--- src/hdl/qou_mul.sv ---
// Shared signed 33x33 multiplier with a registered product.
// Standalone; used by the quaternion orientation update sequencer.
module qou_mul (
  input  logic               clk,
  input  logic signed [32:0] a_i,
  input  logic signed [32:0] b_i,
  output logic signed [65:0] p_o
);

  logic signed [65:0] p_r;

  always_ff @(posedge clk) begin
    p_r <= a_i * b_i;
  end

  assign p_o = p_r;

endmodule

--- config.mk ---
export PLATFORM = sky130hd
export DESIGN_NAME = qou_mul
export DESIGN_NICKNAME = d
export VERILOG_FILES = /design/src/hdl/qou_mul.sv
export SDC_FILE = /design/constraint.sdc
export NUM_CORES = 2
export LEC_CHECK = 0
export BUFFER_PORTS_ARGS = -buffer_cell sky130_fd_sc_hd__buf_2
export CORE_MARGIN = 2
export CORE_UTILIZATION = 50
export DETAILED_ROUTE_END_ITERATION = 12
export GPL_TIMING_DRIVEN = 1
export PLACE_DENSITY = 0.66
export SYNTH_ARGS = -nofsm -noshare
export SYNTH_HDL_FRONTEND = slang
export SYNTH_SLANG_ARGS = --single-unit
--- constraint.sdc ---
create_clock -name clk -period 11.25 [get_ports clk]
set_input_delay 1.6875 -clock clk [delete_from_list [all_inputs] [get_ports clk]]
set_output_delay 1.6875 -clock clk [all_outputs]
set_load 0.05 [all_outputs]
==> results by group <==
Run status
  – Status: completed

Routing
  – DRC errors left: 0
  – Routed wire per std cell: 20.3 µm
  – Via count: 28539
  – Number of iterations in the first detailed-routing pass: 7
  – DR iter-0 viols: 1437
  – Post-DR vias/cell: 5.33
  – Remaining antenna violation count: 0
  – Final wirelength: 109 mm

Synthesis
  – Number of standard cells after synthesis: 4338
  – Post-synthesis register bit count: 66
  – Number of flops mapped to enable cells by yosys: 0
  – Cell area after synthesis: 40700 µm²
  – Sequential share of the synthesized area: 3.24%
  – Synthesized area per cell: 9.39 µm²
  – Synth warn: 0
  – Net count after synthesis: 5767
  – Share of synthesized flip-flops with an asynchronous set or reset: 0%
  – Synth cell types: 80
  – Most used flip-flop cell after synthesis: sky130_fd_sc_hd__dfxtp_1

Floorplan
  – Floorplan core area: 80500 µm²
  – Floorplan row count: 104
  – Starting Density: 50.6%
  – I/O pins: 133
  – Die Y-Extent: 289 µm
  – Die area: 83800 µm²
  – Width of the die: 289 µm

STA
  – Max-slew headroom at the worst pin: 28.3%
  – Hold violation total from the final report: 0
  – Minimum clock period: 9730 ps
  – Final Slew Violations: 0
  – Setup repair after global routing missed its margin: no
  – Worst Tran Pin Value: 1070 ps
  – Aggregate negative setup slack: 0 ps
  – Final setup violating endpoints: 0
  – Final cycle utilization of the critical path: 86.5%
  – Maximum frequency from static timing analysis: 0.103 GHz

Cells and area
  – Synth-to-layout area growth: 4.13%
  – Antenna diodes: 0
  – Leading cell types in the layout, fill and taps excluded: 1145 x sky130_fd_sc_hd__fa_1, 1131 x sky130_fd_sc_hd__inv_1, 562 x sky130_fd_sc_hd__and2_1, 551 x sky130_fd_sc_hd__nand2_1, 217 x sky130_fd_sc_hd__ha_1
  – Largest register FFs: 66
  – NumNets Final: 5715
  – Layout cell share with drive strength beyond 1: 4.92%
  – # fillers: 7377
  – Final cell count without fillers: 5351
  – Most frequent standard cell in the layout excluding fill and tap cells: sky130_fd_sc_hd__fa_1

Worst setup path
  – Critical Path Fanout Max: 33
  – Type of the worst setup path: primary input to flop
  – Required @ worst endpoint: 11540 ps
  – Worst setup EP type: flop
  – Arrival time at the worst endpoint: 10020 ps
  – Launching element of the worst setup path: b_i[9]
  – Worst Setup Start Kind: primary input

GRT
  – Grt ovf: 0
  – Global-route wire length before repair: 175 mm
  – Global router's overall resource usage: 27.6%
  – Initial antenna violation count: 3
  – Largest net degree at the start of global routing: 34
  – Via count of the first global-routing pass: 31047

Place
  – Number of placed instances, taps included: 5335
  – # port buffers: 132
  – DP HPWL: 90.5 mm
  – Placer's final routability congestion estimate: 0.919

Min path
  – Hold Path Class: primary input to flop
  – Worst Hold Launch: b_i[0]

Clocking
  – Cts hold-fix bufs: 0
  – TritonCTS Sinks: 66
  – Count of cells resized by post-cts repair: 0
  – Clock Tree Buf Depth: 2
  – Master cell of the clock root buffer: sky130_fd_sc_hd__clkbuf_16
  – Level count of the clock H-tree: 3
  – CTS clk-pin slew, worst paths: 70 ps
  – Num CTS Buffers: 9
  – CTS tree: built
  – Post-CTS setup-driven buffer insertion count: 0

Flow run
  – MaxCap Viol Count: 0
## critical path, cell delays in order
cell and delay [ps]:
sky130_fd_sc_hd__buf_2 700, sky130_fd_sc_hd__and2_1 270, sky130_fd_sc_hd__fa_1 440, sky130_fd_sc_hd__fa_1 630, sky130_fd_sc_hd__inv_1 80, sky130_fd_sc_hd__fa_1 540, sky130_fd_sc_hd__inv_1 60, sky130_fd_sc_hd__fa_1 480
sky130_fd_sc_hd__fa_1 660, sky130_fd_sc_hd__fa_1 490, sky130_fd_sc_hd__fa_1 500, sky130_fd_sc_hd__inv_1 50, sky130_fd_sc_hd__fa_1 470, sky130_fd_sc_hd__inv_1 40, sky130_fd_sc_hd__ha_1 440, sky130_fd_sc_hd__nand3_1 350
sky130_fd_sc_hd__nor2_1 380, sky130_fd_sc_hd__nand2_1 170, sky130_fd_sc_hd__nor3_1 690, sky130_fd_sc_hd__o311ai_4 310, sky130_fd_sc_hd__nand3_2 210, sky130_fd_sc_hd__a211oi_1 100, sky130_fd_sc_hd__a311oi_1 230
## stage by stage
stage	worst slack, ps	cell area (µm²)	utilization (%)	hold slack (ps)
after floorplan	2330	40700	-	1810
after global placement	1290	42100	52.2	2160
after detailed placement	1230	42100	52.2	2160
after CTS	1600	42400	52.7	1880
after global routing	1260	42400	52.7	1890
final	1520	42400	52.7	1900
## routing by layer
metal | up-vias | part of all wire, % | GRT usage, %
li1 | 12221 | - | -
met1 | 15251 | 37 | 33.8
met2 | 868 | 53 | 49.2
met3 | 199 | 5.4 | 3.48
met4 | 0 | 4.8 | 11.6
met5 | - | 0 | 0
## path summary, 6_finish.rpt
kind	endpoint	slack [ps]	cells past startpoint
max	p_o[64]	1520	23
min	p_o[0]	1900	2
## kinds of logic (layout without fill, tap and decap cells)
| group | Yosys count | after routing | synth area share (%) |
|---|---|---|---|
| fa+ha+maj | 1362 | 1362 | 62.9 |
| buf+inv | 1352 | 1305 | 12.5 |
| simple gates | 1271 | 1271 | 15.8 |
| compound gates | 219 | 219 | 4.07 |
| xor+xnor | 68 | 68 | 1.46 |
| flops | 66 | 66 | 3.24 |
## cell usage after synthesis (6+ instances only)
cell type,instances,area share [%]
sky130_fd_sc_hd__nor2_1,68,0.63
sky130_fd_sc_hd__fa_1,1145,56
sky130_fd_sc_hd__inv_1,1131,10
sky130_fd_sc_hd__xor2_1,25,0.54
sky130_fd_sc_hd__buf_2,11,0.14
sky130_fd_sc_hd__xnor2_1,43,0.92
sky130_fd_sc_hd__nor3_1,7,0.086
sky130_fd_sc_hd__dfxtp_1,66,3.2
sky130_fd_sc_hd__a21oi_1,57,0.70
sky130_fd_sc_hd__o21ai_0,25,0.31
sky130_fd_sc_hd__and2_1,562,8.6
sky130_fd_sc_hd__nand2_1,551,5.1
sky130_fd_sc_hd__o21bai_1,11,0.20
sky130_fd_sc_hd__o21a_1,6,0.11
sky130_fd_sc_hd__a211oi_1,7,0.13
sky130_fd_sc_hd__o21ai_1,6,0.074
sky130_fd_sc_hd__a31oi_1,8,0.12
sky130_fd_sc_hd__nand4_1,11,0.17
sky130_fd_sc_hd__a211o_1,6,0.13
sky130_fd_sc_hd__a21o_1,36,0.66
sky130_fd_sc_hd__ha_1,217,6.7
sky130_fd_sc_hd__nand3_1,25,0.31
sky130_fd_sc_hd__clkbuf_1,208,1.9
sky130_fd_sc_hd__nand2b_1,12,0.18
## final cells by class
class	instances	area [µm²]	area share, %
multi-input cells	2920	34300	80.9
inverters	1131	4250	10.0
well taps	1060	1330	3.13
flip-flops and latches	66	1320	3.12
repair buffers	158	856	2.02
clock buffers	9	225	0.531
clock inverters	7	125	0.295
Power is not shown: default switching activity piles up to over one toggle a cycle in this logic, so the estimate is an artifact.
