**src/hdl/qou_pkg.sv**
```systemverilog
// Package for the quaternion orientation update block: codes, widths,
// sequencer states and the Hamilton product term tables. No dependencies.
package qou_pkg;

  localparam logic [1:0] REQ_INTEGRATE = 2'd0;
  localparam logic [1:0] REQ_ROTATE    = 2'd1;
  localparam logic [1:0] REQ_LOAD      = 2'd2;
  localparam logic [1:0] REQ_UNUSED    = 2'd3;

  localparam logic [1:0] STAT_UPDATED = 2'd0;
  localparam logic [1:0] STAT_SKIPPED = 2'd1;
  localparam logic [1:0] STAT_FAULT   = 2'd2;

  // Width of the unnormalized components and their magnitudes.
  localparam int C_W = 52;
  localparam logic signed [31:0] ONE_Q29 = 32'sh2000_0000;
  localparam logic [C_W-1:0] NORM_HI = C_W'(1) << 30;
  localparam logic [C_W-1:0] NORM_LO = C_W'(1) << 29;

  // Quotient width of the normalizing division.
  localparam int QUOT_W = 30;

  localparam logic [2:0] TERM_LAST  = 3'd2;
  localparam logic [2:0] TERM_DT_LO = 3'd3;
  localparam logic [2:0] TERM_DT_HI = 3'd4;

  typedef enum logic [3:0] {
    S_IDLE, S_MUL, S_MACC, S_NORM, S_SHIFT, S_SQ_MUL, S_SQ_ACC,
    S_SQRT_GO, S_SQRT, S_DIV_GO, S_DIV, S_OUT
  } qou_state_t;

  // Vector component (0 x, 1 y, 2 z) of product term t of component c.
  function automatic logic [1:0] term_vec(logic [1:0] c, logic [1:0] t);
    logic [1:0] v;
    unique case (c)
      2'd0, 2'd1: v = t;
      2'd2:       v = (t == 2'd0) ? 2'd1 : (t == 2'd1) ? 2'd2 : 2'd0;
      default:    v = (t == 2'd0) ? 2'd2 : (t == 2'd1) ? 2'd0 : 2'd1;
    endcase
    return v;
  endfunction

  // State component (0 w, 1 i, 2 j, 3 k) of product term t of component c.
  function automatic logic [1:0] term_q(logic [1:0] c, logic [1:0] t);
    logic [1:0] v;
    unique case (c)
      2'd0:    v = (t == 2'd0) ? 2'd1 : (t == 2'd1) ? 2'd2 : 2'd3;
      2'd1:    v = (t == 2'd0) ? 2'd0 : (t == 2'd1) ? 2'd3 : 2'd2;
      2'd2:    v = (t == 2'd0) ? 2'd0 : (t == 2'd1) ? 2'd1 : 2'd3;
      default: v = (t == 2'd0) ? 2'd0 : (t == 2'd1) ? 2'd2 : 2'd1;
    endcase
    return v;
  endfunction

  // Sign of the term for the left product (0,v)*q.
  function automatic logic term_neg(logic [1:0] c, logic [1:0] t);
    return (c == 2'd0) || (t == 2'd2);
  endfunction

endpackage

```
**src/hdl/qou_div.sv**
```systemverilog
// Restoring divider for (num << 29) / den, one quotient bit per cycle.
// Depends on qou_pkg for the quotient width.
module qou_div (
  input  logic                       clk,
  input  logic                       rst_n,
  input  logic                       start_i,
  input  logic [qou_pkg::QUOT_W-1:0] num_i,
  input  logic [31:0]                den_i,
  output logic                       done_o,
  output logic [qou_pkg::QUOT_W-1:0] quot_o
);

  localparam logic [4:0] LAST_BIT = 5'(qou_pkg::QUOT_W - 1);

  logic                       busy_r;
  logic                       done_r;
  logic [4:0]                 cnt_r;
  logic [31:0]                rem_r;
  logic [31:0]                den_r;
  logic                       lsb_r;
  logic [qou_pkg::QUOT_W-1:0] quot_r;
  logic [32:0]                trial;
  logic [32:0]                diff;
  logic                       fits;

  // Only the numerator's lowest bit remains to shift in; the rest is zeros.
  assign trial = {rem_r, (cnt_r == LAST_BIT) ? lsb_r : 1'b0};
  assign diff  = trial - {1'b0, den_r};
  assign fits  = trial >= {1'b0, den_r};

  always_ff @(posedge clk) begin
    if (!rst_n) begin
      busy_r <= 1'b0;
      done_r <= 1'b0;
      cnt_r  <= '0;
    end else begin
      done_r <= busy_r && (cnt_r == '0);
      if (start_i) begin
        busy_r <= 1'b1;
        cnt_r  <= LAST_BIT;
      end else if (busy_r) begin
        cnt_r <= cnt_r - 5'd1;
        if (cnt_r == '0) begin
          busy_r <= 1'b0;
        end
      end
    end
  end

  always_ff @(posedge clk) begin
    if (start_i) begin
      rem_r <= 32'(num_i >> 1);
      lsb_r <= num_i[0];
      den_r <= den_i;
    end else if (busy_r) begin
      rem_r  <= fits ? diff[31:0] : trial[31:0];
      quot_r <= {quot_r[qou_pkg::QUOT_W-2:0], fits};
    end
  end

  assign done_o = done_r;
  assign quot_o = quot_r;

endmodule

```
**config.mk**
```make
export PLATFORM = sky130hd
export DESIGN_NAME = qou_div
export DESIGN_NICKNAME = d
export VERILOG_FILES = /design/src/hdl/qou_pkg.sv /design/src/hdl/qou_div.sv
export SDC_FILE = /design/constraint.sdc
export NUM_CORES = 1
export LEC_CHECK = 0
export BUFFER_PORTS_ARGS = -buffer_cell sky130_fd_sc_hd__buf_2
export CAP_MARGIN = 20
export CORE_MARGIN = 1.5
export CORE_UTILIZATION = 30
export CTS_CLUSTER_SIZE = 10
export DETAILED_ROUTE_END_ITERATION = 6
export PLACE_DENSITY = 0.54
export SYNTH_ARGS = -nofsm -noshare
export SYNTH_HDL_FRONTEND = slang
export SYNTH_SLANG_ARGS = --single-unit
```
**constraint.sdc**
```tcl
create_clock -name clk -period 3.7 [get_ports clk]
set_input_delay 0.555 -clock clk [delete_from_list [all_inputs] [get_ports clk]]
set_output_delay 0.555 -clock clk [all_outputs]
set_load 0.01 [all_outputs]
```
==> results of run 1 <==
==> metal layers <==
metal	global-route usage [%]	routed length (um)
met4	4.12	175
met5	0	0
met3	2.94	649
met2	22.0	6090
met1	15.7	5540
==> flip-flops by register name (all words and copies together), names as in the netlist <==
signal / count
den_r: 32
rem_r: 32
quot_o: 30
cnt_r: 5
busy_r: 1
done_o: 1
lsb_r: 1
==> layout by cell type (no fill, tap or decap), drive strengths merged, types with 6 or more instances in the layout <==
cell	n
dfxtp	10
a211oi	6
nor3	11
xnor2	18
mux2	48
nor2b	7
a21o	11
o21bai	7
nand3	8
nand2	19
xor2	10
ha	35
o21ai	18
nor2	34
inv	45
clkbuf	9
edfxtp	92
a21oi	28
buf	100
==> logic make-up after synthesis <==
group	after synthesis
fa+ha+maj	36
mux	51
xor+xnor	28
simple gates	111
buf+inv	58
flops	102
compound gates	96
==> per-stage QoR <==
| stage | hold slack, ns | area (um2) |
|---|---|---|
| final | 0.366 | 6800 |
| after global routing | 0.353 | 6800 |
| after CTS | 0.356 | 6790 |
| after detailed placement | 0.427 | 6500 |
| after global placement | 0.430 | 6500 |
| after floorplan | 0.460 | 5770 |
==> report_power, final <==
part	total [mW]	internal, mW	switching, mW
logic	1.35	0.648	0.705
clock network	0.953	0.520	0.433
registers	1.49	1.42	0.0696
==> how the worst min path moves through the flow <==
stage / slack (ns) / start / end / cells past startpoint
after floorplan: 0.46 / rem_r[30]$_SDFFE_PP0P_ / rem_r[30]$_SDFFE_PP0P_ / 2
after global placement: 0.43 / quot_o[2]$_DFFE_PP_ / quot_o[3]$_DFFE_PP_ / 0
after detailed placement: 0.43 / quot_o[10]$_DFFE_PP_ / quot_o[11]$_DFFE_PP_ / 0
after CTS: 0.36 / den_i[13] / den_r[13]$_DFFE_PP_ / 1
after global routing: 0.35 / den_i[12] / den_r[12]$_DFFE_PP_ / 1
final: 0.37 / den_i[24] / den_r[24]$_DFFE_PP_ / 1
==> area by class of cell <==
| type | count | area [um2] |
|---|---|---|
| fillers | 1872 | 12000 |
| flip-flops and latches | 102 | 2960 |
| multi-input cells | 322 | 2570 |
| repair buffers | 100 | 515 |
| well taps | 234 | 293 |
| clock buffers | 9 | 225 |
| inverters | 45 | 169 |
| clock inverters | 7 | 65.1 |
| diodes | 1 | 2.50 |
==> worst reg2reg max path, delay by kind of cell (launching register included) <==
kind | cells | cell delay [ns]
AO/OA/AOI/OAI | 4 | 0.73
XOR/XNOR | 1 | 0.09
adder cells (fa/ha/maj) | 3 | 0.80
buffers and inverters | 2 | 0.14
flip-flops | 1 | 0.37
multiplexers | 2 | 0.51
AND/OR/NAND/NOR | 3 | 0.54
==> repair_timing <==
| action | CTS | global route |
|---|---|---|
| hold buffers | 0 | 0 |
| gates resized for setup | 0 | 4 |
| endpoints found under the setup margin | 0 | 23 |
| setup buffers | 0 | 0 |
==> results.md, run 1 <==
- After technology mapping, the gate count stands at 482.
- The final critical-path setup slack is about 0.26 ns.
- The count of warnings emitted by yosys is 0.
- The number of non-filler instances in the completed layout is a little over 800.
- Measured in cells, the most critical reg-to-reg path has a length of 15.
- Across the run, the number of max-cap violations was 0.
- The number of pins with negative max-slew slack in the final report is 0.
- The DRC violations left is 0.
- The synthesized netlist devotes ~4.3% of its cell area to XOR and XNOR gates.
- The mux contribution to synthesized area is about a tenth.
- Summing the areas of all and, or, nand and nor instances in the mapped netlist gives roughly a tenth of the synthesized area.
- The number of buffers added on ports is 95.
- The sequential-to-total area share from yosys stat is 51.4%.
- The maximum fanout along the worst path is 3.
- The number of flops mapped to enable cells by yosys is 92.
- STA classifies the critical path startpoint as a flip-flop.
- The timing-limited maximum frequency is just under 0.3 GHz.
- The capturing point of the worst reg2reg path is rem_r[18]$_DFFE_PP_.
- The mean routed wirelength per cell is ~15 um.
- The final critical path takes up between 90% and 100% of the cycle.
- The layout-stage area growth over the synthesis result is 18.0%.
- Data on the critical path arrives at its endpoint at ~3.6 ns.
- The first detailed-routing pass took 4 iterations.
- The critical path launch point is cnt_r[1]$_SDFFE_PP0P_.
- Summed over all failing endpoints, the final setup total negative slack is 0 ns.
- The cell family contributing the most delay on the critical path is adder cells.
- The leakage power summed over all cells is 2.79 nW.
- In this run the critical register-to-register path is launched from cnt_r[1]$_SDFFE_PP0P_.
- The smallest clock period supported by the final layout is computed as between 3 and 4 ns.
- The most common cell in the synthesized netlist is edfxtp_1.
- The area of the mapped netlist is ~5800 um2.
- Sorting the synthesized cells by how often they occur yields edfxtp_1 (92), inv_1 (44), mux2_2 (44).
- The number of placed instances with taps included is 803.
- The endpoint required time on the critical path is 3.81 ns.
- The critical path contains buffers and inverters numbering 2 combined.
- The worst-case register-to-register setup slack is about 0.26 ns.
- The flow ran to the end, and the final reports show no timing, DRC or antenna violations.
- For this design the top-level I/O count stands at between 90 and 100.
- By area the synthesized netlist is led by edfxtp_1 (48%), mux2_2 (8.6%), ha_1 (7.6%).
- The post-route netlist has ~31% of its cells at a drive strength greater than 1.
- The initial antenna violation count is 0.
- The sort of element at the end of the critical path is a flip-flop.
- The min-delay analysis places its worst path in the category input port to flip-flop.
- The classification of the worst setup path is flip-flop to flip-flop.
- The net count of the finished layout is 681.
- On the worst path, the slowest cell contributes a delay of ~0.42 ns.
- Entering global routing, the biggest net connects between 40 and 50 pins.
- The total number of vias is 4,022.
- The die is approximately 140 um wide.
- The floorplan has 50 rows.
- The first global-routing pass estimated 20,100 um of wire.
- Using the TritonRoute via totals, the vias-per-cell ratio works out to 4.90.
- Summing the areas of all compound-gate instances in the mapped netlist gives 11.8% of the synthesized area.
- The die covers roughly 20,000 um2.
- The synthesized netlist net count is 583.
- The depth of the CTS H-tree is 3.
- Summed over all layers, the global routing overflow is 0.
- The worst-case vdd ir drop is approximately 250 uV.
- The clock tree from TritonCTS is done.
- The most frequently used flop master after synthesis is edfxtp_1.
- The clock tree skew after final layout is roughly 0.012 ns.
- The critical path goes through inv_1 -> ha_1 -> nand3_1 -> ha_1 -> inv_1 -> fa_1 -> a21oi_2 -> o21ai_0 -> and3_1 -> nor2_2 -> o21ai_0 -> a41oi_1 -> xnor2_1 -> mux2_2 -> mux2_2.
- The flip-flop and latch count after synthesis is just over 100.
- The total chip power is ~3.8 mW.
- After Yosys synthesis, full adders, half adders and majority gates account for 7.94% of the synthesized area.
- Among all stages on the critical path, the largest delay is contributed by fa_1.
- In this run the biggest area consumer among cell types represents a little under half of the synthesized area.
- Global routing used about 13% of the available tracks across all layers.
- After synthesis, the share of flip-flops with an asynchronous set or reset is 0%.
- CTS placed an instance of clkbuf_16 at the clock tree root.
- The initial core utilization is roughly 31%.
- The count of nets left with antenna violations once routing finished came out at 0.
- The total area inside the core boundary comes to ~19,000 um2.
- The congestion estimate from routability-driven global placement came to ~0.81.
- The mean cell area of the mapped netlist is between 10 and 15 um2.
- The number of buffers created by CTS is 9.
- For the worst-skew pair, the clock arrives at the later sink with an insertion delay of 0.35 ns.
- Cells fill a little over a third of the core in the end.
- The number of cells on the critical path is 15.
- The aggregate routed wire length is between 10,000 and 15,000 um.
- Clock-pin slew was measured on the worst setup and hold paths at roughly 0.070 ns.
- The power per cell area is 558 nW/um2.
- The post-place setup slack is between 0.15 and 0.2 ns.
- The estimated wirelength of the detail-placed design is slightly above 9000 um.
- The via count of the first global-routing pass is 4,124.
- The detailed router's first-iteration violation count is 202.
- The measured slew at the worst slew-check pin is between 0.5 and 0.6 ns.
- The clock sink count is 102.
- In this run the deepest clock path goes through 2 buffers.
- The total count of hold-check failures in the final report came to 0.
- The worst pin sits at a relative slew slack of between 60 and 70%.
- Setup violations remaining at the end of the flow were counted as 0.
- The end of the critical path is rem_r[18]$_DFFE_PP_.
- After synthesis, the largest family of logic cells by area is compound AO/OA/AOI/OAI gates.
- The cell taking the most area after synthesis is edfxtp_1.
- The count of cell types in the netlist is 60.
- In this run the vertical extent of the chip is ~140 um.
No activity file was read; power rests on OpenSTA's default activity.
==> run 2, diff against run 1 <==
BUFFER_PORTS_ARGS = -buffer_cell sky130_fd_sc_hd__clkbuf_2   (was -buffer_cell sky130_fd_sc_hd__buf_2)
==> run 2 against run 1 <==
- utilization about the same
- count of clock-buffer cells in the layout unchanged
- sequential share of layout area about the same
- global-route usage down 0.28 points
- sequential power about the same
- non-clock buffer count unchanged
- first-iteration DRC count down 7.4%
- critical path type unchanged
- largest power group unchanged
- highest routed layer unchanged
==> results.md, run 2 (synthesized netlist as in run 1, its figures left out) <==
- After layout, the worst setup slack is 0.268 ns.
- On the final layout, the worst clock skew is between 0.01 and 0.015 ns.
- The clock sink count is 102.
- The measured slew at the worst slew-check pin is about 0.62 ns.
- The number of endpoints failing setup at the final stage is 0.
- Post-CTS timing repair inserted 0 buffers for setup.
- The number of pins with negative max-slew slack in the final report is 0.
- The path category of the worst min-delay check is input port to flip-flop.
- The startpoint class of the critical path is a flip-flop.
- Clock-pin slew was measured on the worst setup and hold paths at 0.08 ns.
- No sink is reached through more buffers than the 2 on the longest clock path.
- The slowest stage of the critical path belongs to the cell fa_1.
- The total net switching power is 1.21 mW.
- The total I/O pin count is 96.
- The initial antenna violation count is 0.
- The final layout contains 681 nets.
- In the final layout, the share of cells above drive strength 1 is between 30% and 40%.
- At the later pin of the worst-skew pair, clock insertion delay measures between 0.3 and 0.4 ns.
- The mean routed wirelength per cell is 14.9 um.
- For this run, the slowest stage of the critical path takes roughly 0.41 ns.
- Measured along the y axis, the die boundary spans roughly 140 um.
- For this block, the routed nets add up to ~12,000 um of wire.
- The number of fillers in the final layout is 1,896.
- The number of max-capacitance violations reported is 0.
- 0 antenna diodes ended up in the layout.
- The area of the placeable core is between 15,000 and 20,000 um2.
- The depth of the CTS H-tree is 3.
- The floorplan step defined a die boundary enclosing 20,100 um2.
- The most common library cell in the layout ignoring fill and taps is clkbuf_2.
- In this run, the number of DRC markers left after iteration 0 of detailed routing was 187.
- Power comes to approximately 3.8 mW.
- The endpoint required time on the critical path is ~3.8 ns.
- The first global-routing pass estimated 19,700 um of wire.
- The number of buffers created by CTS is 9.
- The estimated wirelength of the detail-placed design is 9120 um.
- The power per cell area is roughly 560 nW/um2.
- The pre-antenna-repair detailed-routing pass consisted of 4 iterations.
- By startpoint and endpoint, the worst setup path is classified as flip-flop to flip-flop.
- The count of standard-cell rows is 50.
- Per report_power, the combinational group accounts for 35.5% of the total.
- For this configuration, the core starts out at a cell density of a little under a third.
- Per report_power, the sequential group accounts for 39.1% of the total.
- CTS placed an instance of clkbuf_16 at the clock tree root.
- The timing-limited maximum frequency is between 0.2 and 0.3 GHz.
- The internal power of the cells totals 2.59 mW.
- The relative max-transition margin is approximately three fifths.
- The total number of vias is between 3,000 and 4,000.
- The DRC violations left is 0.
- Setup repair after global routing left no endpoint under its margin.
- The overall track demand over capacity in global routing is 12.4%.
- The number of buffers added on ports is between 90 and 100.
- The clock tree from TritonCTS is done.
- The pin count of the biggest net entering global routing is 46.
- Net switching is a little under a third of the power.
- Prior to clock tree synthesis, the placed netlist has a worst setup slack of roughly 0.15 ns.
- Walking the worst path, the cells encountered are inv_1 -> ha_1 -> nand3_1 -> ha_1 -> inv_1 -> fa_1 -> a21oi_1 -> o21ai_0 -> and3_1 -> o21ai_1 -> a21oi_2 -> a31oi_4 -> xnor2_1 -> mux2_4 -> mux2_2.
- After detailed routing, the number of vias per cell comes to ~4.8.
- The total count of hold-check failures in the final report is 0.
- The floorplan step set the die width to 142 um.
- The portion of the clock cycle consumed by the worst path in the final layout is between 90% and 100%.
- VDD sags by at most around 280 uV.
- Leaving out fill and tap cells, the most frequent cells in the layout are clkbuf_2 (94), edfxtp_1 (92), inv_1 (44), mux2_2 (44), ha_1 (35).
- The layout-stage area growth over the synthesis result is 18.1%.
- In this run, the clock network consumes between 20% and 30% of the power.
- The leakage power summed over all cells is 2.80 nW.
- The final critical path time including I/O delays and setup is around 3.4 ns.
- Along the worst path, the maximum fanout reaches 3.
- The weighted congestion reported at the end of routability-driven placement is a little over 0.8.
- The remaining antenna violation count after routing is 0.
- The via count of the first global-routing pass was a little over 4,000.
- The run finished with clean final reports.
- Post-CTS repair changed the size of 0 cells.
- Buffers inserted to repair hold after CTS numbered 0.
- STA classifies the critical path endpoint as a flip-flop.
- The accumulated negative setup slack is 0 ns.
- The total congestion overflow is 0.
- For the worst setup path, the data arrival time is between 3 and 4 ns.
[run 2: changes by cell type in the layout (fill, tap and decap cells not counted), sizes merged]
cell	previous run	this run
buf	100	6
clkbuf	9	103
clkinv	5	1
clkinvlp	1	4
diode	1	0
inv	45	46
[run 2: metrics by stage]
stage          utilization [%]  cell area, um2  cells  hold slack (ns)
2_1_floorplan                -            5770    482            0.460
3_3_place_gp              34.6            6500    803            0.436
3_5_place_dp              34.6            6500    803            0.433
4_1_cts                   36.2            6800    819            0.354
5_1_grt                   36.3            6810    819            0.348
6_report                  36.3            6810    819            0.370
[run 2: power by group through the flow]
stage               clock network, mW  logic (mW)  registers (mW)
finish                          0.968        1.35            1.49
global route                     1.04        1.51            1.50
CTS                              1.00        1.35            1.49
detailed placement                  0        1.35            1.51
global placement                    0        1.33            1.51
floorplan                           0        1.08            1.49
[run 2: routing by layer]
metal | routed length (um) | part of all wire [%] | GRT usage (%)
met1 | 5540 | 45 | 15.0
met2 | 5950 | 49 | 21.8
met3 | 599 | 4.9 | 3.37
met4 | 152 | 1.2 | 3.58
met5 | 0 | 0 | 0
[run 2: layout make-up]
class | instances | area (um2) | area share [%]
Clock buffer | 9 | 225 | 3.31
Clock inverter | 7 | 73.8 | 1.08
Inverter | 45 | 169 | 2.48
Multi-Input combinational cell | 322 | 2570 | 37.8
Sequential cell | 102 | 2960 | 43.5
Tap cell | 234 | 293 | 4.30
Timing Repair Buffer | 100 | 515 | 7.57
[run 2: final timing paths]
kind | from | to | slack (ns) | cells after the start
max | cnt_r[1]$_SDFFE_PP0P_ | rem_r[26]$_DFFE_PP_ | 0.27 | 15
min | den_i[26] | den_r[26]$_DFFE_PP_ | 0.37 | 1
max reg2reg | cnt_r[1]$_SDFFE_PP0P_ | rem_r[26]$_DFFE_PP_ | 0.27 | 15
min reg2reg | quot_o[24]$_DFFE_PP_ | quot_o[25]$_DFFE_PP_ | 0.45 | 0
[run 2: critical path: cells and delay by family (launching register included)]
kind                       cells  cell delay, ns
AOI/OAI and AO/OA              5            0.98
adders and majority gates      3            0.78
muxes                          2            0.50
DFF                            1            0.36
and+or+nand+nor                2            0.35
buffers and inverters          2            0.14
xor gates and xnor gates       1            0.08
==> run 3, diff against run 2 <==
--- a/config.mk
+++ b/config.mk
@@ -13,2 +13,3 @@
 export DETAILED_ROUTE_END_ITERATION = 6
+export GPL_TIMING_DRIVEN = 0
 export PLACE_DENSITY = 0.54
==> constraint.sdc (replaced) <==
create_clock -name clk -period 3.7 [get_ports clk]
set_input_delay 0.37 -clock clk [delete_from_list [all_inputs] [get_ports clk]]
set_output_delay 0.37 -clock clk [all_outputs]
set_load 0.01 [all_outputs]
==> run 3 against run 2 <==
- maximum frequency down 1.5%
- clock power shrank 2.6%
- final cell count up 1.1%
- flip-flop and latch count did not move
- count of clock-buffer cells in the layout is the same
- register-to-register slack got worse by 0.05 ns
- power is essentially flat
- setup slack worse by 0.052 ns
- non-clock buffer count up 9
- sequential share of layout area fell by 0.38 points
- largest cell class unchanged
- largest power group unchanged
==> results.md, run 3 (synthesized netlist as in run 1, its figures left out) <==
- The y dimension of the die is 142 um.
- The measured slew at the worst slew-check pin is 0.953 ns.
- Clock tree synthesis found a total of between 100 and 150 sinks.
- The overall track demand over capacity in global routing is 12.7%.
- The total non-filler cell area in the finished layout is approximately 7000 um2.
- The number of pins with negative max-slew slack in the final report is 0.
- Of all nets on the critical path, the largest fanout is 3.
- The path category of the worst min-delay check is input port to flip-flop.
- Cells with a size suffix above 1 make up 30.8% of the layout.
- The total congestion overflow is 0.
- The mean routed wirelength per cell is 15.0 um.
- The detailed router finished its first iteration with about 140 violations.
- The leakage power summed over all cells is approximately 2.8 nW.
- Dividing the final minimum period by the clock period gives a little over nine tenths.
- For this block, the routed nets add up to around 12,000 um of wire.
- Entering global routing, the biggest net connects 35 pins.
- The placed standard-cell area is approximately 6600 um2.
- The number of fillers in the final layout is between 1,500 and 2,000.
- Post-CTS repair changed the size of 0 cells.
- The final antenna diode count is 0.
- The flow ran to the end, and the final reports show no timing, DRC or antenna violations.
- The initial core utilization is ~31%.
- The share of the core filled with cells in the final layout is roughly 37%.
- The via count of the first global-routing pass is 4,073.
- Setup repair after global routing left no endpoint under its margin.
- The critical path is of the flip-flop to flip-flop type.
- The analysis attributes to net switching a power of between 1 and 1.5 mW.
- The wire length of the first global-routing pass is slightly below 20,000 um.
- Using the TritonRoute via totals, the vias-per-cell ratio works out to between 4 and 5.
- The endpoint required time on the critical path is roughly 3.8 ns.
- The combinational share of power is 36.2%.
- The startpoint class of the critical path is a flip-flop.
- For this run, the post-layout net count is between 600 and 700.
- The multi-input combinational cells in the finished layout cover a total of 2570 um2.
- Hold is met by about 0.18 ns.
- The area of the die is ~20,000 um2.
- On the critical path, the stage with the largest delay is an instance of fa_1.
- At the end of routability-driven placement, the weighted congestion stood at 0.893.
- The top cell types in the final layout, fill and taps aside, are clkbuf_2 (95), edfxtp_1 (92), inv_1 (44), mux2_2 (44), ha_1 (35).
- The layout-stage area growth over the synthesis result is 19.2%.
- The HPWL after detailed placement is between 9000 and 10,000 um.
- For this design the ratio of total power to cell area is between 500 and 600 nW/um2.
- The arrival time at the worst endpoint is 3.60 ns.
- The clock tree from TritonCTS is done.
- The total number of vias is roughly 4,000.
- The most common library cell in the layout ignoring fill and taps is clkbuf_2.
- The sort of element at the end of the critical path is a flip-flop.
- The maximum count of clock buffers along a single path is 2.
- The insertion delay of the later-clocked pin in the worst-skew pair is around 0.35 ns.
- The share of total power consumed by net switching is around 33%.
- The CTS root buffer is clkbuf_16.
- Across the routed clock network, the largest skew measured is 0.00572 ns.
- Setup violations remaining at the end of the flow were counted as 0.
- In this design, the stage delay of the slowest critical-path cell is 0.41 ns.
- The count of standard-cell rows is 50.
- The sequential cells in the finished layout cover a total of roughly 3000 um2.
- Clock tree synthesis inserted a total of 9 buffers.
- For this run, design rule violations remaining after detail routing come to 0.
- The worst-case vdd ir drop is 210 uV.
- The hold buffer count at CTS is 0.
- The initial antenna violation count is 0.
- Traced cell by cell, the critical path runs through inv_1 -> ha_1 -> nand3_1 -> ha_1 -> inv_1 -> fa_1 -> a21oi_1 -> o21ai_1 -> and3_1 -> nor2_2 -> o21ai_0 -> a41oi_2 -> xnor2_1 -> mux2_2 -> mux2_2.
- The number of max-capacitance violations reported is 0.
- The relative max-transition margin is 36.5%.
- The number of buffers added on ports is between 90 and 100.
- In this run the remaining antenna-violating nets after routing total 0.
- For this run, the detailed router's first-pass iteration total came to 6.
- The internal power consumption is around 2.6 mW.
- The timing-limited maximum frequency is between 0.2 and 0.3 GHz.
- Clock-pin slew was measured on the worst setup and hold paths at ~0.080 ns.
- The horizontal extent of the die is approximately 140 um.
- During I/O placement, the number of pins put on the boundary was between 90 and 100.
- The share of power burned in registers is between 30% and 40%.
- The depth of the CTS H-tree is 3.
- The share of total power dissipated in the clock network is 24.8%.
- The total count of hold-check failures in the final report came to 0.
- The post-CTS setup buffer count is 0.
- The routed design could run at a clock period as short as approximately 3.5 ns.
- The area of the placeable core is 18,800 um2.
[run 3: per-layer routing]
layer  vias to the layer above  GRT usage [%]  wire (um)
met5                         -              0          0
met4                         0           4.45        231
met3                        20           3.00        563
met2                       102           21.4       5930
met1                      1891           15.9       5710
li1                       1989              -          -
[run 3: cell type report]
cell class	instances	share of cell area (%)
inverter	45	2.46
clock inverter	7	0.965
timing repair buffer	96	7.32
sequential	102	43.1
buffer	13	1.11
tap	234	4.26
clock buffer	9	3.28
multi-input combinational	322	37.5
[run 3: critical path: cells and delay by family (launching register included)]
family                   cells  cell delay (ns)
AO/OA/AOI/OAI                4             0.83
XOR/XNOR                     1             0.09
adder cells (fa/ha/maj)      3             0.79
buffers and inverters        2             0.14
flip-flops                   1             0.36
multiplexers                 2             0.51
AND/OR/NAND/NOR              3             0.54
[run 3: final timing paths]
path | from | end | slack [ns] | cells past startpoint
setup / recovery | cnt_r[1]$_SDFFE_PP0P_ | rem_r[18]$_DFFE_PP_ | 0.22 | 15
hold / removal | den_i[0] | den_r[0]$_DFFE_PP_ | 0.18 | 1
setup reg to reg | cnt_r[1]$_SDFFE_PP0P_ | rem_r[18]$_DFFE_PP_ | 0.22 | 15
hold reg to reg | quot_o[1]$_DFFE_PP_ | quot_o[2]$_DFFE_PP_ | 0.45 | 0
[run 3: power by group through the flow]
| stage | clock network [mW] | logic (mW) | registers, mW |
|---|---|---|---|
| 2_1_floorplan | 0 | 1.08 | 1.49 |
| 3_3_place_gp | 0 | 1.35 | 1.51 |
| 3_5_place_dp | 0 | 1.38 | 1.51 |
| 4_1_cts | 0.972 | 1.38 | 1.49 |
| 5_1_grt | 1.01 | 1.53 | 1.50 |
| 6_report | 0.943 | 1.38 | 1.49 |
[run 3: stage by stage]
stage	std cells	total power, mW	setup WS, ns	TNS [ns]
6_report	828	3.80	0.217	0
5_1_grt	828	4.05	0.0228	0
4_1_cts	828	3.84	0.0710	0
3_5_place_dp	812	2.89	0.0887	0
3_3_place_gp	811	2.86	-0.491	-0.605
2_1_floorplan	482	2.58	0.615	0
